===== src/bbs_pkg.sv =====
// Shared types and constants of the byte buffer bit shifter.
// Used by every module of the block; depends on nothing.
package bbs_pkg;

  localparam int DEFAULT_BUFFER_BYTES = 64;
  localparam int MAX_BUFFER_BYTES     = 64;
  // Wide enough to hold a byte count up to the largest buffer.
  localparam int CNT_W                = $clog2(MAX_BUFFER_BYTES + 1);
  localparam int SHIFT_W              = 17;
  localparam int BYTE_W               = 8;
  // Two queue entries, one per RAM bank: the buffer being emitted and the next.
  localparam int Q_DEPTH              = 2;

  typedef struct packed {
    logic             bank;      // RAM bank that holds the buffer
    logic [CNT_W-1:0] n;         // bytes held
    logic             zero_all;  // shift magnitude covers the whole buffer
    logic             right;     // shift toward the last byte
    logic [CNT_W-1:0] q;         // whole-byte part of the shift
    logic [2:0]       r;         // bit part of the shift
    logic             ovf;       // bytes were dropped
  } cmd_t;

endpackage


===== src/byte_buffer_bit_shifter.sv =====
// Top level of the byte buffer bit shifter: input side, command queue,
// two-bank RAM and output side. Depends on bbs_pkg and the bbs_* modules.
//
//   channel   dir   tdata (low bit up)               tlast       tuser
//   s_*       in    data_byte[7:0], shift_bits[24:8] last_byte   -
//   m_*       out   out_byte[7:0]                    last_out    too_long
//
// Input beats are taken one per cycle while s_tready is high; the last beat of
// a buffer queues it. Output bytes follow one per cycle unless m_tready stalls;
// the first comes from the registered RAM read of the buffer at the queue head.
// Two buffers may be pending at once; while both RAM banks are held, s_tready
// is low. Reset (rst, synchronous) empties the queue and the byte counter.
// A stall on m_tready holds the output beat and pauses the RAM reads.
module byte_buffer_bit_shifter #(
  parameter int BUFFER_BYTES = bbs_pkg::DEFAULT_BUFFER_BYTES
) (
  input  logic        clk,
  input  logic        rst,
  input  logic        s_tvalid,
  output logic        s_tready,
  input  logic [31:0] s_tdata,   // data_byte[7:0], shift_bits[24:8], zero fill
  input  logic        s_tlast,
  output logic        m_tvalid,
  input  logic        m_tready,
  output logic [7:0]  m_tdata,   // out_byte[7:0]
  output logic        m_tlast,
  output logic        m_tuser    // too_long[0]
);

  localparam int IDX_W = (BUFFER_BYTES > 1) ? $clog2(BUFFER_BYTES) : 1;

  logic          q_full;
  logic          q_empty;
  logic          q_push;
  logic          q_pop;
  bbs_pkg::cmd_t push_cmd;
  bbs_pkg::cmd_t head;
  logic          wr_en;
  logic [IDX_W:0] wr_addr;
  logic [7:0]    wr_data;
  logic          rd_en;
  logic [IDX_W:0] rd_addr_up;
  logic [IDX_W:0] rd_addr_lo;
  logic [7:0]    rd_data_up;
  logic [7:0]    rd_data_lo;

  bbs_front #(
    .BUFFER_BYTES (BUFFER_BYTES),
    .IDX_W        (IDX_W)
  ) u_front (
    .clk        (clk),
    .rst        (rst),
    .s_tvalid   (s_tvalid),
    .s_tready   (s_tready),
    .data_byte  (s_tdata[7:0]),
    .last_byte  (s_tlast),
    .shift_bits (s_tdata[24:8]),
    .q_full     (q_full),
    .q_push     (q_push),
    .q_cmd      (push_cmd),
    .wr_en      (wr_en),
    .wr_addr    (wr_addr),
    .wr_data    (wr_data)
  );

  bbs_queue u_queue (
    .clk      (clk),
    .rst      (rst),
    .push     (q_push),
    .push_cmd (push_cmd),
    .pop      (q_pop),
    .head     (head),
    .empty    (q_empty),
    .full     (q_full)
  );

  bbs_ram #(
    .ADDR_W (IDX_W + 1)
  ) u_ram (
    .clk        (clk),
    .wr_en      (wr_en),
    .wr_addr    (wr_addr),
    .wr_data    (wr_data),
    .rd_en      (rd_en),
    .rd_addr_up (rd_addr_up),
    .rd_addr_lo (rd_addr_lo),
    .rd_data_up (rd_data_up),
    .rd_data_lo (rd_data_lo)
  );

  bbs_back #(
    .IDX_W (IDX_W)
  ) u_back (
    .clk        (clk),
    .rst        (rst),
    .head       (head),
    .q_empty    (q_empty),
    .q_pop      (q_pop),
    .rd_en      (rd_en),
    .rd_addr_up (rd_addr_up),
    .rd_addr_lo (rd_addr_lo),
    .rd_data_up (rd_data_up),
    .rd_data_lo (rd_data_lo),
    .m_tvalid   (m_tvalid),
    .m_tready   (m_tready),
    .out_byte   (m_tdata),
    .last_out   (m_tlast),
    .too_long   (m_tuser)
  );

endmodule


===== src/bbs_ram.sv =====
// Two-bank byte RAM: one write port, two registered read ports.
// Depends on bbs_pkg.
module bbs_ram #(
  parameter int ADDR_W = 7
) (
  input  logic                       clk,
  input  logic                       wr_en,
  input  logic [ADDR_W-1:0]          wr_addr,
  input  logic [bbs_pkg::BYTE_W-1:0] wr_data,
  input  logic                       rd_en,
  input  logic [ADDR_W-1:0]          rd_addr_up,
  input  logic [ADDR_W-1:0]          rd_addr_lo,
  output logic [bbs_pkg::BYTE_W-1:0] rd_data_up,
  output logic [bbs_pkg::BYTE_W-1:0] rd_data_lo
);

  logic [bbs_pkg::BYTE_W-1:0] mem [2**ADDR_W];

  always_ff @(posedge clk) begin
    if (wr_en) begin
      mem[wr_addr] <= wr_data;
    end
    if (rd_en) begin
      rd_data_up <= mem[rd_addr_up];
      rd_data_lo <= mem[rd_addr_lo];
    end
  end

endmodule


===== src/bbs_front.sv =====
// Input side: stores incoming bytes into the free RAM bank and, on the last
// beat, classifies the shift and pushes a command. Depends on bbs_pkg.
module bbs_front #(
  parameter int BUFFER_BYTES = bbs_pkg::DEFAULT_BUFFER_BYTES,
  parameter int IDX_W        = 6
) (
  input  logic                        clk,
  input  logic                        rst,
  input  logic                        s_tvalid,
  output logic                        s_tready,
  input  logic [bbs_pkg::BYTE_W-1:0]  data_byte,
  input  logic                        last_byte,
  input  logic [bbs_pkg::SHIFT_W-1:0] shift_bits,
  input  logic                        q_full,
  output logic                        q_push,
  output bbs_pkg::cmd_t               q_cmd,
  output logic                        wr_en,
  output logic [IDX_W:0]              wr_addr,
  output logic [bbs_pkg::BYTE_W-1:0]  wr_data
);

  logic [bbs_pkg::CNT_W-1:0]   count;
  logic                        ovf;
  logic                        wbank;
  logic                        accept;
  logic                        room;
  logic [bbs_pkg::CNT_W-1:0]   n_after;
  logic                        ovf_after;
  logic [bbs_pkg::SHIFT_W-1:0] mag;
  logic [bbs_pkg::CNT_W+2:0]   nbits;

  assign s_tready  = !q_full;
  assign accept    = s_tvalid && s_tready;
  assign room      = count < bbs_pkg::CNT_W'(BUFFER_BYTES);
  assign n_after   = room ? count + bbs_pkg::CNT_W'(1) : count;
  assign ovf_after = ovf || !room;

  assign wr_en   = accept && room;
  assign wr_addr = {wbank, count[IDX_W-1:0]};
  assign wr_data = data_byte;

  // The most negative count wraps to a magnitude of 65536, which still fits.
  assign mag   = shift_bits[bbs_pkg::SHIFT_W-1] ? (bbs_pkg::SHIFT_W'(0) - shift_bits)
                                                : shift_bits;
  assign nbits = {n_after, 3'b000};

  always_comb begin
    q_cmd.bank     = wbank;
    q_cmd.n        = n_after;
    q_cmd.zero_all = mag >= bbs_pkg::SHIFT_W'(nbits);
    q_cmd.right    = shift_bits[bbs_pkg::SHIFT_W-1];
    q_cmd.q        = mag[bbs_pkg::CNT_W+2:3];
    q_cmd.r        = mag[2:0];
    q_cmd.ovf      = ovf_after;
  end

  assign q_push = accept && last_byte;

  always_ff @(posedge clk) begin
    if (rst) begin
      count <= '0;
      ovf   <= 1'b0;
      wbank <= 1'b0;
    end else if (accept) begin
      if (last_byte) begin
        count <= '0;
        ovf   <= 1'b0;
        wbank <= !wbank;
      end else begin
        count <= n_after;
        ovf   <= ovf_after;
      end
    end
  end

endmodule


===== src/bbs_queue.sv =====
// Two-entry command queue between the input side and the output side.
// Depends on bbs_pkg.
module bbs_queue (
  input  logic          clk,
  input  logic          rst,
  input  logic          push,
  input  bbs_pkg::cmd_t push_cmd,
  input  logic          pop,
  output bbs_pkg::cmd_t head,
  output logic          empty,
  output logic          full
);

  localparam int PTR_W = $clog2(bbs_pkg::Q_DEPTH);
  localparam int LVL_W = $clog2(bbs_pkg::Q_DEPTH + 1);

  bbs_pkg::cmd_t    entries [bbs_pkg::Q_DEPTH];
  logic [PTR_W-1:0] wr_ptr;
  logic [PTR_W-1:0] rd_ptr;
  logic [LVL_W-1:0] level;

  assign empty = level == '0;
  assign full  = level == LVL_W'(bbs_pkg::Q_DEPTH);
  assign head  = entries[rd_ptr];

  always_ff @(posedge clk) begin
    if (push) begin
      entries[wr_ptr] <= push_cmd;
    end
  end

  always_ff @(posedge clk) begin
    if (rst) begin
      wr_ptr <= '0;
      rd_ptr <= '0;
      level  <= '0;
    end else begin
      if (push) begin
        wr_ptr <= wr_ptr + PTR_W'(1);
      end
      if (pop) begin
        rd_ptr <= rd_ptr + PTR_W'(1);
      end
      unique case ({push, pop})
        2'b10:   level <= level + LVL_W'(1);
        2'b01:   level <= level - LVL_W'(1);
        default: level <= level;
      endcase
    end
  end

  a_no_push_full: assert property (@(posedge clk) disable iff (rst) !(push && full))
    else $error("command pushed into a full queue");
  a_no_pop_empty: assert property (@(posedge clk) disable iff (rst) !(pop && empty))
    else $error("command popped from an empty queue");
  a_level_range: assert property (@(posedge clk) disable iff (rst)
    level <= LVL_W'(bbs_pkg::Q_DEPTH))
    else $error("queue level out of range");

endmodule


===== src/bbs_back.sv =====
// Output side: walks the buffer at the queue head, reads the two source bytes
// of each output byte and merges them. Depends on bbs_pkg.
module bbs_back #(
  parameter int IDX_W = 6
) (
  input  logic                       clk,
  input  logic                       rst,
  input  bbs_pkg::cmd_t              head,
  input  logic                       q_empty,
  output logic                       q_pop,
  output logic                       rd_en,
  output logic [IDX_W:0]             rd_addr_up,
  output logic [IDX_W:0]             rd_addr_lo,
  input  logic [bbs_pkg::BYTE_W-1:0] rd_data_up,
  input  logic [bbs_pkg::BYTE_W-1:0] rd_data_lo,
  output logic                       m_tvalid,
  input  logic                       m_tready,
  output logic [bbs_pkg::BYTE_W-1:0] out_byte,
  output logic                       last_out,
  output logic                       too_long
);

  logic [bbs_pkg::CNT_W-1:0] idx;
  logic                      advance;
  logic                      issue;
  logic                      beat_last;
  logic [bbs_pkg::CNT_W:0]   l_sum;
  logic [bbs_pkg::CNT_W:0]   l_sum1;
  logic [bbs_pkg::CNT_W-1:0] r_diff;
  logic [bbs_pkg::CNT_W-1:0] r_diff1;
  logic                      up_ok_c;
  logic                      lo_ok_c;
  logic [IDX_W-1:0]          up_idx;
  logic [IDX_W-1:0]          lo_idx;
  logic [3:0]                shamt_c;
  logic                      up_ok;
  logic                      lo_ok;
  logic [3:0]                shamt;
  logic [2*bbs_pkg::BYTE_W-1:0] word;

  assign advance   = !m_tvalid || m_tready;
  assign issue     = advance && !q_empty;
  assign beat_last = (idx + bbs_pkg::CNT_W'(1)) == head.n;
  assign q_pop     = issue && beat_last;

  // Left shift takes bytes i+q and i+q+1; right shift takes i-q-1 and i-q.
  assign l_sum   = {1'b0, idx} + {1'b0, head.q};
  assign l_sum1  = l_sum + (bbs_pkg::CNT_W + 1)'(1);
  assign r_diff  = idx - head.q;
  assign r_diff1 = r_diff - bbs_pkg::CNT_W'(1);

  always_comb begin
    if (head.zero_all) begin
      up_ok_c = 1'b0;
      lo_ok_c = 1'b0;
      up_idx  = l_sum[IDX_W-1:0];
      lo_idx  = l_sum1[IDX_W-1:0];
    end else if (!head.right) begin
      up_ok_c = l_sum < {1'b0, head.n};
      lo_ok_c = l_sum1 < {1'b0, head.n};
      up_idx  = l_sum[IDX_W-1:0];
      lo_idx  = l_sum1[IDX_W-1:0];
    end else begin
      lo_ok_c = idx >= head.q;
      up_ok_c = lo_ok_c && (r_diff != '0);
      up_idx  = r_diff1[IDX_W-1:0];
      lo_idx  = r_diff[IDX_W-1:0];
    end
    // A right shift by r is the byte pair moved left by 8-r.
    shamt_c = head.right ? 4'd8 - {1'b0, head.r} : {1'b0, head.r};
  end

  assign rd_en      = issue;
  assign rd_addr_up = {head.bank, up_idx};
  assign rd_addr_lo = {head.bank, lo_idx};

  always_ff @(posedge clk) begin
    if (rst) begin
      m_tvalid <= 1'b0;
      idx      <= '0;
    end else if (issue) begin
      m_tvalid <= 1'b1;
      idx      <= beat_last ? '0 : idx + bbs_pkg::CNT_W'(1);
    end else if (advance) begin
      m_tvalid <= 1'b0;
    end
  end

  always_ff @(posedge clk) begin
    if (issue) begin
      up_ok    <= up_ok_c;
      lo_ok    <= lo_ok_c;
      shamt    <= shamt_c;
      last_out <= beat_last;
      too_long <= head.ovf;
    end
  end

  assign word     = {(up_ok ? rd_data_up : 8'h00), (lo_ok ? rd_data_lo : 8'h00)} << shamt;
  assign out_byte = word[2*bbs_pkg::BYTE_W-1:bbs_pkg::BYTE_W];

endmodule

===== config.mk =====
export PLATFORM = sky130hd
export DESIGN_NAME = byte_buffer_bit_shifter
export DESIGN_NICKNAME = d
export VERILOG_FILES = /design/src/bbs_pkg.sv /design/src/byte_buffer_bit_shifter.sv /design/src/bbs_ram.sv /design/src/bbs_front.sv /design/src/bbs_queue.sv /design/src/bbs_back.sv
export SDC_FILE = /design/constraint.sdc
export NUM_CORES = 2
export LEC_CHECK = 0
export ABC_AREA = 1
export BUFFER_PORTS_ARGS = -buffer_cell sky130_fd_sc_hd__buf_2
export CAP_MARGIN = 0
export CORE_ASPECT_RATIO = 2
export CORE_MARGIN = 2
export CORE_UTILIZATION = 25
export CTS_CLUSTER_DIAMETER = 50
export CTS_CLUSTER_SIZE = 28
export DETAILED_ROUTE_END_ITERATION = 7
export HOLD_SLACK_MARGIN = 0.08
export PLACE_DENSITY = 0.39
export SLEW_MARGIN = 0
export SYNTH_ARGS = -nofsm -noshare
export SYNTH_HDL_FRONTEND = slang
export SYNTH_SLANG_ARGS = --single-unit

===== constraint.sdc =====
create_clock -name clk -period 3.9 [get_ports clk]
set_clock_uncertainty 0.05 [all_clocks]
set_input_delay 0.78 -clock clk [delete_from_list [all_inputs] [get_ports clk]]
set_output_delay 0.78 -clock clk [all_outputs]
set_load 0.01 [all_outputs]

Word level (Yosys, flattened, before mapping)
Memory sizes are Yosys's and may differ from the RTL's. A register that Yosys moved wholly into a read port is not among the register bits.
Index checks and enable logic that the tools add are counted.
{"block": "word_totals", "regBits": 29, "mem_bits_rw": 1066, "in_bits": 37, "out_inout_bits": 12, "mem_count": 2}
{"name": "u_ram.mem", "words": 128, "word_bits": 8, "read_ports": 2, "rd_clocked_by_memory_dff": 2, "wr": 1, "line_no": "bbs_ram.sv:17", "rtl": "logic [bbs_pkg::BYTE_W-1:0] mem [2**ADDR_W];"}
{"name": "u_queue.entries", "words": 2, "word_bits": 21, "read_ports": 1, "rd_clocked_by_memory_dff": 1, "wr": 1, "line_no": "bbs_queue.sv:17", "rtl": "bbs_pkg::cmd_t entries [bbs_pkg::Q_DEPTH];"}
{"block": "op_classes", "add_sub_neg": 12, "n_lt_le_gt_ge": 5, "eq_ne": 4, "shifts": 1, "mux": 23, "reduce_logical": 18}
{"op": "6-bit two-way mux", "count": 4}
{"op": "7-bit two-way mux", "count": 3}
{"op": "17-bit by 10-bit greater-or-equal comparator with 1-bit output", "count": 1}
{"op": "17-bit two-way mux", "count": 1}
{"op": "1-bit by 17-bit subtractor with 17-bit output (first input constant)", "count": 1}
{"op": "8-bit by 7-bit less-than comparator with 1-bit output", "count": 2}
{"op": "8-bit two-way mux", "count": 2}
{"op": "16-bit by 4-bit left shift with 16-bit output", "count": 1}
{"op": "7-bit by 1-bit adder with 7-bit output (second input constant)", "count": 2}
{"op": "1-bit two-way mux", "count": 11}
{"op": "7-bit by 7-bit adder with 8-bit output", "count": 1}
{"op": "8-bit by 1-bit adder with 8-bit output (second input constant)", "count": 1}
{"op": "7-bit equality test", "count": 1}
{"op": "7-bit greater-or-equal comparator", "count": 1}
{"op": "7-bit less-than comparator (second input constant)", "count": 1}
{"op": "7-bit nonzero test", "count": 1}
{"op": "7-bit subtractor", "count": 1}
{"op": "1-bit logical AND", "count": 6}
{"op": "6-bit by 1-bit subtractor with 6-bit output (second input constant)", "count": 1}
{"op": "1-bit zero test", "count": 5}
{"op": "2-bit equality test (second input constant)", "count": 2}
{"op": "2-bit one-hot mux with 2 select lines", "count": 1}
{"op": "2-bit nonzero test", "count": 2}
{"op": "4-bit by 3-bit subtractor with 4-bit output (first input constant)", "count": 1}
{"op": "other kinds (8)", "count": 10}

Logic depth before layout (Yosys ltp)
{"block": "depth", "depth_word": 6, "depth_mapped": 24}

Hierarchy
A second synthesis with hierarchy kept.
{"block": "hier_totals", "hier_cells": 6702, "area_unflattened_um2": 59206.8}
{"mod": "bbs_ram", "n_inst": 1, "cells_each": 5932, "area_per_inst_um2": 53154.7}
{"mod": "bbs_back", "n_inst": 1, "cells_each": 447, "area_per_inst_um2": 2871.5}
{"mod": "bbs_queue", "n_inst": 1, "cells_each": 98, "area_per_inst_um2": 1820.5}
{"mod": "bbs_front", "n_inst": 1, "cells_each": 225, "area_per_inst_um2": 1360.1}

Least setup slack after synthesis
No wires, ideal clock.
{"block": "synth_timing", "path_kind": "register to register", "from": "reg with a tool-made name", "to": "reg u_ram.rd_data_lo[5] in the netlist's numbering (read register of u_ram.mem), data pin", "arrival_time_ns": 3.286, "setup_slack_ns": 0.311, "stages_incl_launch_ff": 22, "synth_period_minus_slack_ns": 3.589, "cell_sequence": "dfxtp_1 -> buf_2 -> clkbuf_1 -> nand2_1 -> nand2_1 -> ha_1 -> inv_1 -> fa_1 -> inv_1 -> ha_1 -> nand2_1 -> nand2_1 -> o21ai_1 -> buf_2 -> buf_1 -> nand3_1 -> nand3_1 -> nand3_1 -> nand3_1 -> nand2_1 -> nand2_1 -> nand2_1"}
{"item": "end, declared", "line_no": "bbs_ram.sv:14", "rtl": "output logic [bbs_pkg::BYTE_W-1:0] rd_data_lo"}

==> reports/metrics.cfg <==
[outcome]
outcome=finished, violations left
failing_checks=design-rule violations

[clocking]
cts-buffers-inserted=103
htreeDepth=3
cts_hold_repair.buffers=0
maximum_buffer_depth_of_the_clock_tree=3
worst_setup_hold_path_clk_slew_ns=0.08
clock_sink_count=1112
clk-insertion-delay-late_ns=0.74
tritoncts=done
cell_at_the_root_of_the_clock_tree=sky130_fd_sc_hd__clkbuf_16

[sta]
timing.hold.ws_ns=0.203
hold_viol_final=0
post-route-period-util=0.973
timing.slew.headroom=0.341
slew_viol_final=0
maxClockFrequency_mhz=264
timing.final.setup_violations=0
timing.final.crit_period_ns=3.79
worst-slew-pin-transition_ns=0.985

[setup_path]
critical_path.startpoint_type=flop
arrival_ns=4.35
number_of_cells_traversed_by_the_worst_register_to_register_path=21
r2r_setup_slack_ns=0.11
cpMaxStageDelayCell=sky130_fd_sc_hd__fa_1
regToRegEndpoint=u_ram.rd_data_lo[4]$_DFFE_PP_
crit_path_end_kind=flop
critical_path_class=flop to flop
cpPeakStageDelay_ns=0.54
worstPathCellList=inv_6 > nand2_1 > nand2_2 > ha_4 > inv_1 > fa_1 > inv_2 > ha_4 > nand2_1 > o21ai_4 > buf_12 > buf_12 > buf_4 > nand3_1 > nand3_1 > nand3_1 > nand3_1 > nand3_1 > nand2_1 > nand2_1 > nand2_1
crit_fanout=14
required_arrival_time_at_the_worst_endpoint_ns=4.46

[place]
postPlaceCellArea_um2=69600
port_buffers=41
finalWeightedCongestion=0.964
post-dp-hpwl_um=186000

[synth]
mappedNetlistNets=7583
syn_inst=7504
synthesis.area_um2=61400
ys_dominant_reg_cell=sky130_fd_sc_hd__edfxtp_1
synth_warnings=0
synth_enable_flop_cells=1090
seq_area_frac_synth=0.540
synth_cell_types=45
syn-mean-instance-area_um2=8.18
ffs_w_async_s_r_synth=0
number_of_storage_elements_in_the_synthesis_netlist=1112

[detailed_routing]
detail_route.drc_violations=12
vias_per_cell=4.83
first_iter_violations=4358
drt_first_pass_iters=8
num_vias=54000
drt-wirelength-per-cell_um=24.9
routed_wirelength_um=279000
detail-route-antenna-nets=0

[cells_and_area]
area.growth.synth_to_final_pct=23.7
design.final.nets=7946
register_area_um2=33200
multi_input_comb_area_um2=22700
layout-drive-gt1-share=0.141
final.fill_count=25500
postLayoutCellArea_um2=76000

[worst_hold_path]
worst_hold_startpoint=s_tdata[8]
min_to=u_queue.entries[0][1]$_DFFE_PP_
class_of_the_worst_hold_path=primary input to flop
min_delay_path_depth=1

[job]
max_cap_viol_count=0

[floorplanning]
core_region_area_um2=245000
die_span_x_um=354
num_io_pins=49
placement_rows=257
die_y_um=705
initial_utilization=0.251
design.die.area_um2=250000

[pwr]
power.static_leakage_nw=32.4
power-per-cell-area_nw_per_um2=501
ir_drop_v=0.000338

[global_route]
antenna_found_initial=7
grt_pass1_wl_um=381000
grt_overflow_total=0
grt.total_usage=0.213
via_count_of_the_first_global_routing_pass=53000
grt_start_max_net_pins=88

[flip-flops by register name (all words and copies together), names as in the netlist, 2 cells and up, named ones only]
signal            flops
u_ram.rd_data_lo      8
u_front.count         7
u_queue.level         2
u_ram.mem          1024
u_back.idx            7
u_back.shamt          4
u_ram.rd_data_up      8
u_queue.entries      42
[layout by cell type, fill, tap and decap left out, types with 33 or more instances in the layout]
cell type / count
sky130_fd_sc_hd__clkbuf_16: 120
sky130_fd_sc_hd__inv_1: 1133
sky130_fd_sc_hd__nor2_1: 183
sky130_fd_sc_hd__buf_12: 129
sky130_fd_sc_hd__nand3_2: 122
sky130_fd_sc_hd__nand2_1: 2132
sky130_fd_sc_hd__o21ai_0: 57
sky130_fd_sc_hd__ha_1: 35
sky130_fd_sc_hd__buf_4: 492
sky130_fd_sc_hd__edfxtp_1: 1090
sky130_fd_sc_hd__a21oi_1: 38
sky130_fd_sc_hd__buf_6: 35
sky130_fd_sc_hd__nand3_1: 2014
sky130_fd_sc_hd__buf_2: 33
[worst max-delay path: cells and delay by family, from the launching register on]
family          cells  cell delay (ns)
flops               1             0.37
buf+inv             6             0.86
simple gates       11             1.22
fa+ha+maj           3             0.95
compound gates      1             0.20
[cell usage after synthesis, types with 28 or more instances]
master | count | area share
sky130_fd_sc_hd__nand2_1 | 2149 | 0.13
sky130_fd_sc_hd__nand3_1 | 2146 | 0.17
sky130_fd_sc_hd__inv_1 | 1137 | 0.070
sky130_fd_sc_hd__edfxtp_1 | 1090 | 0.53
sky130_fd_sc_hd__buf_2 | 326 | 0.027
sky130_fd_sc_hd__nor2_1 | 187 | 0.011
sky130_fd_sc_hd__clkbuf_1 | 113 | 0.0069
sky130_fd_sc_hd__o21ai_0 | 63 | 0.0051
sky130_fd_sc_hd__a21oi_1 | 42 | 0.0034
sky130_fd_sc_hd__ha_1 | 40 | 0.0082
sky130_fd_sc_hd__xor2_1 | 29 | 0.0041
sky130_fd_sc_hd__buf_1 | 28 | 0.0017
[logic make-up (layout without fill, tap and decap cells)]
family,Yosys count,in the layout,share of synthesized area
adders and majority gates,42,42,0.00881
DFF,1112,1112,0.540
AOI/OAI and AO/OA,157,157,0.0148
muxes,6,6,0.000978
xor gates and xnor gates,39,39,0.00556
and+or+nand+nor,4529,4529,0.323
buffers and inverters,1619,2069,0.107
other,0,2,0
[final cells by class]
type	count	share of cell area
diodes	2	0.0000659
clock buffers	108	0.0347
clock inverters	84	0.0145
inverters	1141	0.0565
multi-input cells	4773	0.299
flip-flops and latches	1112	0.437
well taps	3237	0.0533
repair buffers	735	0.105
repair inverters	1	0.0000988
[per-layer routing]
layer  vias up  share of wire  global-route usage
met2      1921           0.52               0.396
li1      25400              -                   -
met4         0           0.10               0.184
met5         -              0                   0
met1     26100           0.33               0.209
met3       699          0.043              0.0204
[through the flow]
step           TNS [ns]  std cells   util  total power, mW  worst slack (ns)
6_report              0      11200  0.310             38.1             0.107
5_1_grt          -0.142      11200  0.310             39.4           -0.0275
4_1_cts        -0.00780      11100  0.304             37.5          -0.00393
3_5_place_dp      -2.84      10900  0.285             25.5            -0.374
3_3_place_gp      -3.00      10900  0.285             25.4            -0.399
2_1_floorplan         0       7504      -             19.4             0.311
[what timing repair did]
action / CTS / global route
buffers inserted: 25 / 37
endpoints found under the hold margin: 0 / 0
pin swaps: 5 / 17
gates cloned: 10 / 16
resized for setup: 93 / 171
setup endpoints to repair: 20 / 23
[worst max-delay path by stage]
stage / startpoint / endpoint / slack [ns] / cells past startpoint
2_1_floorplan: flop / u_ram.rd_data_lo[5]$_DFFE_PP_ / 0.31 / 21
3_3_place_gp: flop / u_ram.rd_data_lo[7]$_DFFE_PP_ / -0.40 / 20
3_5_place_dp: flop / u_ram.rd_data_lo[7]$_DFFE_PP_ / -0.37 / 20
4_1_cts: flop / u_ram.rd_data_lo[0]$_DFFE_PP_ / -0.004 / 20
5_1_grt: flop / u_ram.rd_data_up[4]$_DFFE_PP_ / -0.03 / 21
6_report: flop / u_ram.rd_data_lo[4]$_DFFE_PP_ / 0.11 / 21
[power by group]
part	internal [mW]	switching, mW	leakage [nW]
combinational	4.66	8.80	20.6
sequential	13.2	0.0447	10.0
clock	5.57	5.83	1.82
total	23.4	14.7	32.4
(Power assumes the default switching activity.)
